**config.mk**
```make
export PLATFORM = sky130hd
export DESIGN_NAME = tcw_cursor
export DESIGN_NICKNAME = d
export VERILOG_FILES = /design/src/rtl/tcw_pkg.sv /design/src/rtl/tcw_cursor.sv
export SDC_FILE = /design/constraint.sdc
export NUM_CORES = 1
export LEC_CHECK = 0
export BUFFER_PORTS_ARGS = -buffer_cell sky130_fd_sc_hd__buf_2
export CAP_MARGIN = 20
export CORE_AREA = 2 2 67 69
export DETAILED_ROUTE_END_ITERATION = 6
export DIE_AREA = 0 0 69 71
export PLACE_DENSITY = 0.84
export SYNTH_ARGS = -nofsm -noshare
export SYNTH_HDL_FRONTEND = slang
export SYNTH_SLANG_ARGS = --single-unit
```
**constraint.sdc**
```tcl
create_clock -name vclk -period 2.7
set_input_delay 0.135 -clock vclk [all_inputs]
set_output_delay 0.135 -clock vclk [all_outputs]
set_load 0.01 [all_outputs]
```
**src/rtl/tcw_pkg.sv**
```systemverilog
// ----------------------------------------------------------------------------
// tcw_pkg
// Shared constants and types of the text console character writer.
// ----------------------------------------------------------------------------
package tcw_pkg;

  localparam int COLUMNS_DEF = 80;
  localparam int ROWS_DEF    = 25;

  localparam int CHAR_W   = 8;
  localparam int ADDR_W   = 11;
  localparam int CURSOR_W = 11;

  localparam logic [CHAR_W-1:0] CH_BACKSPACE = 8'd8;
  localparam logic [CHAR_W-1:0] CH_TAB       = 8'd9;
  localparam logic [CHAR_W-1:0] CH_NEWLINE   = 8'd10;
  localparam logic [CHAR_W-1:0] CH_RETURN    = 8'd13;
  localparam logic [CHAR_W-1:0] CH_SPACE     = 8'd32;

  localparam logic OP_PUT  = 1'b0;
  localparam logic OP_READ = 1'b1;

  typedef struct packed {
    logic              write;
    logic              scroll;
    logic [CHAR_W-1:0] wdata;
  } cur_ctl_t;

endpackage

```
**src/rtl/tcw_cursor.sv**
```systemverilog
// ----------------------------------------------------------------------------
// tcw_cursor
// Next-cursor logic for one character: cursor and column update, cell write
// and scroll request.
// ----------------------------------------------------------------------------
module tcw_cursor import tcw_pkg::*; #(
  parameter int COLUMNS = COLUMNS_DEF,
  parameter int ROWS    = ROWS_DEF
) (
  input  logic [$clog2(COLUMNS*ROWS)-1:0] cursor_i,
  input  logic [$clog2(COLUMNS)-1:0]      col_i,
  input  logic [CHAR_W-1:0]               char_i,
  output logic [$clog2(COLUMNS*ROWS)-1:0] cursor_o,
  output logic [$clog2(COLUMNS)-1:0]      col_o,
  output logic [$clog2(COLUMNS*ROWS)-1:0] waddr_o,
  output cur_ctl_t                        ctl_o
);

  localparam int CELLS = COLUMNS * ROWS;
  localparam int CURW  = $clog2(CELLS);
  localparam int CLW   = $clog2(COLUMNS);

  logic [CURW:0]   inc;
  logic [CURW-1:0] base;
  logic [CURW:0]   nl;
  logic [CLW-1:0]  col_inc;

  assign inc     = {1'b0, cursor_i} + (CURW+1)'(1);
  assign base    = cursor_i - CURW'(col_i);
  assign nl      = {1'b0, base} + (CURW+1)'(COLUMNS);
  assign col_inc = (col_i == CLW'(COLUMNS - 1)) ? '0 : col_i + CLW'(1);

  always_comb begin
    cursor_o = cursor_i;
    col_o    = col_i;
    waddr_o  = cursor_i;
    ctl_o    = '{write: 1'b0, scroll: 1'b0, wdata: char_i};
    case (char_i)
      CH_BACKSPACE: begin
        if (cursor_i != '0) begin
          cursor_o    = cursor_i - CURW'(1);
          col_o       = (col_i == '0) ? CLW'(COLUMNS - 1) : col_i - CLW'(1);
          waddr_o     = cursor_i - CURW'(1);
          ctl_o.write = 1'b1;
          ctl_o.wdata = CH_SPACE;
        end
      end
      CH_NEWLINE: begin
        col_o = '0;
        if (nl == (CURW+1)'(CELLS)) begin
          cursor_o     = base;
          ctl_o.scroll = 1'b1;
        end else begin
          cursor_o = nl[CURW-1:0];
        end
      end
      CH_RETURN: begin
        cursor_o = base;
        col_o    = '0;
      end
      default: begin
        ctl_o.write = 1'b1;
        col_o       = col_inc;
        if (inc == (CURW+1)'(CELLS)) begin
          cursor_o     = CURW'(CELLS - COLUMNS);
          ctl_o.scroll = 1'b1;
        end else begin
          cursor_o = inc[CURW-1:0];
        end
      end
    endcase
  end

endmodule

```
Word-level counts from Yosys, hierarchy flattened
Index checks and enable logic that the tools add are counted.

Input bits: 26. Register bits: 0. Output and inout bits: 39. Logic and storage cells: 32.

Reduce and logical (&&, ||, !) cells: 4. Mux-type cells: 16. Equality and inequality tests: 6. Add/subtract/negate cells: 6.

Operator list (count): $mux 11 (4); $pmux 11 s3 (1); $eq 12x11->1 const B (2); $eq 8x4->1 const B (3); $mux 7 (3); $mux 8 (2); $pmux 7 s2 (1); $add 11x1->12 const B (1); $add 11x7->12 const B (1); $reduce_bool 11->1 (1); $sub 11x1->11 const B (1); $sub 11x7->11 (1); $add 7x1->7 const B (1); $eq 7x7->1 const B (1); $logic_not 7->1 (1); $sub 7x1->7 const B (1); $pmux 1 s2 (2); $reduce_or 2->1 (2); $mux 1 (3).

Depth between registers and ports, before layout
Gate-level depths: netlist of run 1.

Depth after elaboration: 5. Mapped depth: 15. Mapped depth without buffers: 15.

Worst setup path before layout of run 1
OpenSTA, ideal clock, no wires.

Path kind: input -> output. Start point: input cursor_i[0]. End point: output cursor_o[8]. Cell stages on the path: 14. Arrival: 2.891 ns. Path buffers: 0. Setup slack: -0.326 ns. Data required time: 2.565 ns. Path through: inv_1 -> ha_1 -> inv_1 -> fa_1 -> a21o_1 -> a21oi_1 -> xnor2_1 -> ha_1 -> inv_1 -> a211o_1 -> or3_1 -> nand4_2 -> o21ai_2 -> a221oi_2.

Word-level cells in the longest chain between the ends: 5. Elaborated cells on any way between the ends: 11. Those cells by class: 4 x add/sub; 2 x eq/ne; 4 x mux; 1 x reduce/logical.

Ends and longest elaborated chain: from (decl) (line tcw_cursor.sv:10) `input logic [$clog2(COLUMNS*ROWS)-1:0] cursor_i,`; $sub 11x7->11 (line tcw_cursor.sv:29) `assign base = cursor_i - CURW'(col_i);`; $add 11x7->12 (line tcw_cursor.sv:30) `assign nl = {1'b0, base} + (CURW+1)'(COLUMNS);`; $eq 12x11->1 (line tcw_cursor.sv:50) `if (nl == (CURW+1)'(CELLS)) begin`; $mux 11 (line tcw_cursor.sv:50); $pmux 11 s3 * (line tcw_cursor.sv:38) `case (char_i)`; to (decl) (line tcw_cursor.sv:13) `output logic [$clog2(COLUMNS*ROWS)-1:0] cursor_o,`.

Every way passes the cells marked *; elsewhere a longest branch is shown, timed or not.

Worst setup path after layout of run 1
Start point: input cursor_i[0]. End point: output cursor_o[5].

Same word-level chain as after synthesis.

==> out/qor.yml, run 1 <==
outcome: "finished with violations"
violations: "setup timing"
core_sq_um: 4200
worst_pin_slew_ps: 448
worst-path-max-fanout: 4
antenna_cells: 0
clkPwrFrac_pct: 0
dr_total_vias: 2990
drv_slew: 0
place_inst: 479
initial_utilization_pct: 47.2
cp-endpoint: "cursor_o[5]"
grt_max_degree: 15
seq_cells: 0
num_io_pins: 65
holdPathStages: 2
area_growth_pct: 57.6
powerDensity_nw_per_um2: 217
yosysWarnings: 0
setup_viol: 8
seq_area_frac_synth_pct: 0
drc: 0
min_period_ps: 3180
avgViaCountPerCell: 6.10
yosysTopAreaCell: "xnor2_1"
grt_pass1_wl_um: 12200
comb_power_share_pct: 100.0
cts_hold_buf: 0
wl_per_cell_um: 16.3
synth_cell_types: 64
synth_area_per_cell_sq_um: 6.32
cp_data_arrival_time_ps: 3050
track_usage_pct: 29.3
detail-route-antenna-nets: 0
finalInstanceArea_sq_um: 3130
switching_share_pct: 51.1
final-seq-area_sq_um: 0
maxCapViolCount: 0
syn_area_sq_um: 1980
syn-num-nets: 354
dp_hpwl_um: 6080
hold_class: "in2out"
grt_pass1_vias: 2786
nets: 480
p_int_mw: 0.332
syn_inst: 314
fin_cells: 490
nClkBuffers: 0
layout-drive-gt1-share_pct: 43.2
finalHoldViolCount: 0
startpoint_type: "input port"
timing.fmax_mhz: 314
synth_top_cell_area_share_pct: 8.83
drtPass1Iterations: 5
setup_ws_ps: -485
portBuffers: 65
p_seq_share_pct: 0
startpoint: "cursor_i[0]"
antenna_found_initial: 0
synth.most_common_cell: "nand2_1"
gp_congestion: 0.915
placed_area_sq_um: 2900
ir_worst_vdd_uv: 130
die-area_sq_um: 4900
crit_required_ps: 2570
min_period_over_period_pct: 118
drt_first_iter_violations: 240
grt_overflow_total: 0
slew_headroom_pct: 70.1
std_cell_rows: 24
synth_commonest_cells: "34 x nand2_1, 25 x o21ai_0, 24 x nor2_1"
p_sw_mw: 0.347
fp.dieW_um: 69
die_y_um: 71
yosys-top-cells-area: "xnor2_1 8.8%, ha_1 8.2%, nand2_1 6.4%"
rsz0062_at_grt: "yes"
routed_wirelength_um: 7980
p_leak_nw: 1.45
path_class: "in2out"
end_kind: "primary output"
## per-stage QoR
stage / utilization (%) / hold slack, ps / power (mW) / worst slack, ps / setup TNS, ps
after floorplan: - / 347 / 0.307 / -154 / -543
after global placement: 68.9 / 466 / 0.551 / -473 / -2430
after detailed placement: 68.9 / 468 / 0.568 / -561 / -3150
after CTS: 71.0 / 468 / 0.606 / -393 / -2230
after global routing: 74.4 / 474 / 0.726 / -560 / -3450
final: 74.4 / 467 / 0.679 / -485 / -2600
## how the worst min path moves through the flow
stage | from | endpoint
after floorplan | col_i[2] | col_o[2]
after global placement | char_i[6] | ctl_o[6]
after detailed placement | char_i[6] | ctl_o[6]
after CTS | char_i[4] | ctl_o[4]
after global routing | char_i[6] | ctl_o[6]
final | char_i[4] | ctl_o[4]
## kinds of logic (layout without fill, tap and decap cells)
family / count (synthesis) / in the layout / share of synthesized area [%]
and+or+nand+nor: 131 / 131 / 35.1
xor gates and xnor gates: 33 / 33 / 14.6
AOI/OAI and AO/OA: 97 / 97 / 33.6
adders and majority gates: 14 / 14 / 9.21
buffers and inverters: 39 / 163 / 7.57
## power by group through the flow
| stage | logic [mW] | registers, mW | clock network, mW |
|---|---|---|---|
| 5_1_grt | 0.726 | 0 | 0 |
| 4_1_cts | 0.606 | 0 | 0 |
| 3_3_place_gp | 0.551 | 0 | 0 |
| 2_1_floorplan | 0.307 | 0 | 0 |
| 3_5_place_dp | 0.568 | 0 | 0 |
| 6_report | 0.679 | 0 | 0 |
## what timing repair did
action / 4_1_cts / 5_1_grt
endpoints found under the setup margin: 8 / 18
pin swaps: 14 / 16
buffers inserted: 6 / 9
gates resized for setup: 9 / 24
## layer usage
layer	track usage [%]	vias to the layer above	wire, um
met5	0	-	0
met1	33.8	1372	3050
met2	55.4	171	3940
met4	11.3	0	358
li1	-	1409	-
met3	2.56	38	632
## area by class of cell
| type | instances | area, sq um |
|---|---|---|
| fill | 324 | 1080 |
| inverter | 14 | 68.8 |
| multi-input combinational | 275 | 2020 |
| tap | 52 | 65.1 |
| timing repair buffer | 149 | 978 |
## layout by cell type (no fill, tap or decap), types with 6 or more instances in the layout
cell      Yosys  routed
o22ai_1       6       6
nand3_1      12      12
and3_1       10      10
xnor2_1      20      17
inv_1        14      11
buf_2         3      64
o21ai_0      25      24
ha_1         13       9
nor3_1        9       7
nand2b_1      6       6
nor2_1       24      22
a21oi_1      21      19
nand2_1      34      30
xor2_1       13      13
buf_4         0      82
## critical path, stage by stage
cell and delay [ps]:
buf_12 120, inv_16 40, ha_4 120, inv_2 30, fa_2 340, a21o_1 220, a21oi_2 190, xnor2_2 170
ha_2 240, inv_2 40, a211o_1 320, o21ai_2 240, nand4_4 150, or2_4 310, o311ai_4 200, buf_2 180
(Power assumes the default switching activity.)
==> run 2: changes to the inputs <==
--- a/config.mk
+++ b/config.mk
@@ -7,9 +7,9 @@
 export LEC_CHECK = 0
 export BUFFER_PORTS_ARGS = -buffer_cell sky130_fd_sc_hd__buf_2
 export CAP_MARGIN = 20
-export CORE_AREA = 2 2 67 69
+export CORE_AREA = 2 2 64 72
 export DETAILED_ROUTE_END_ITERATION = 6
-export DIE_AREA = 0 0 69 71
+export DIE_AREA = 0 0 66 74
 export PLACE_DENSITY = 0.84
 export SYNTH_ARGS = -nofsm -noshare
 export SYNTH_HDL_FRONTEND = slang
==> run 2 against run 1 <==
Against the previous run: the run still ends with setup timing left; final cell count up 2.0%; critical path depth unchanged; clock-buffer cell count did not move; setup slack worse by 120 ps; combinational power grew 14%; first-iteration DRC count up 30%; power increased by 13%.
==> out/qor.yml, run 2 (synthesis results as in run 1) <==
outcome: "finished with violations"
violations: "setup timing"
final_util_pct: 77.3
final_common_cell: "buf_4"
drv_slew: 0
routed_wirelength_um: 8890
worst_path_largest_cell_delay_ps: 410
crit_required_ps: 2570
setup_ws_ps: -604
p_leak_nw: 1.50
die-area_sq_um: 4880
grt_max_degree: 19
cts_hold_buf: 0
end_kind: "primary output"
maxCapViolCount: 0
finalHoldViolCount: 0
fin_setup_tns_ps: -3820
core_sq_um: 4190
timing.fmax_mhz: 303
dp_hpwl_um: 6120
worst_pin_slew_ps: 456
grt_pass1_vias: 2830
initial_utilization_pct: 47.3
seq_cells: 0
wl_per_cell_um: 17.8
path_class: "in2out"
nClkBuffers: 0
most-common-layout-cells: "84 x buf_4, 64 x buf_2, 30 x nand2_1"
min_period_ps: 3300
drtPass1Iterations: 5
powerDensity_nw_per_um2: 238
place_inst: 479
worst-path-max-fanout: 4
fp.dieW_um: 66
avgViaCountPerCell: 6.35
std_cell_rows: 25
setup_viol: 8
die_y_um: 74
area_growth_pct: 63.2
slowest_stage: "o32a_1"
num_io_pins: 65
portBuffers: 65
slew_headroom_pct: 69.5
grt_pass1_wl_um: 12700
crit_chain: "buf_12 > inv_16 > ha_4 > inv_2 > fa_2 > a21o_1 > buf_6 > a221oi_4 > nor3_2 > nor3_2 > nand3_2 > o32a_1 > buf_4 > o211ai_1 > o311ai_4 > buf_2"
grt_overflow_total: 0
fin_cells: 500
dr_total_vias: 3176
drc: 0
gp_congestion: 0.935
layout-drive-gt1-share_pct: 45.3
drt_first_iter_violations: 313
nets: 488
detail-route-antenna-nets: 0
antenna_found_initial: 0
startpoint_type: "input port"
antenna_cells: 0
finalPower_mw: 0.771
track_usage_pct: 32.6
min_period_over_period_pct: 122
ir_worst_vdd_uv: 134
cp_common_cell: "nor3_2"
final-seq-area_sq_um: 0
cp_data_arrival_time_ps: 3170
hold_class: "in2out"
rsz0062_at_grt: "yes"
path_delay_family: "compound AO/OA/AOI/OAI gates"
crit_buf_inv: 6
-- run 2: final cells by class --
| class | count | area, sq um |
|---|---|---|
| Timing Repair Buffer | 157 | 1060 |
| Tap cell | 54 | 67.6 |
| Fill cell | 295 | 952 |
| Multi-Input combinational cell | 275 | 2040 |
| Inverter | 14 | 68.8 |
-- run 2: path summary, 6_finish.rpt --
kind	startpoint	endpoint	slack, ps	cells past startpoint
max	cursor_i[0]	cursor_o[5]	-600	16
min	char_i[4]	ctl_o[4]	470	2
-- run 2: timing repair --
item | CTS | global route
setup buffers | 10 | 12
pin swaps | 19 | 25
resized for setup | 15 | 30
setup endpoints to repair | 8 | 15
-- run 2: metal layers --
metal	share of wire (%)	up-vias	global-route usage, %
met1	35	1456	35.7
met2	49	238	62.4
li1	-	1417	-
met5	0	-	0
met4	7.4	0	16.6
met3	8.8	65	2.87
-- run 2: stage by stage --
stage | setup slack, ps | hold WS (ps) | cell area [sq um]
2_1_floorplan | -154 | 347 | 2060
3_3_place_gp | -458 | 465 | 2890
3_5_place_dp | -575 | 473 | 2890
4_1_cts | -486 | 473 | 3030
5_1_grt | -749 | 479 | 3240
6_report | -604 | 472 | 3240
-- run 2: report_power, final --
part / internal, mW / switching (mW) / total (mW)
sequential: 0 / 0 / 0
clock: 0 / 0 / 0
combinational: 0.386 / 0.384 / 0.771
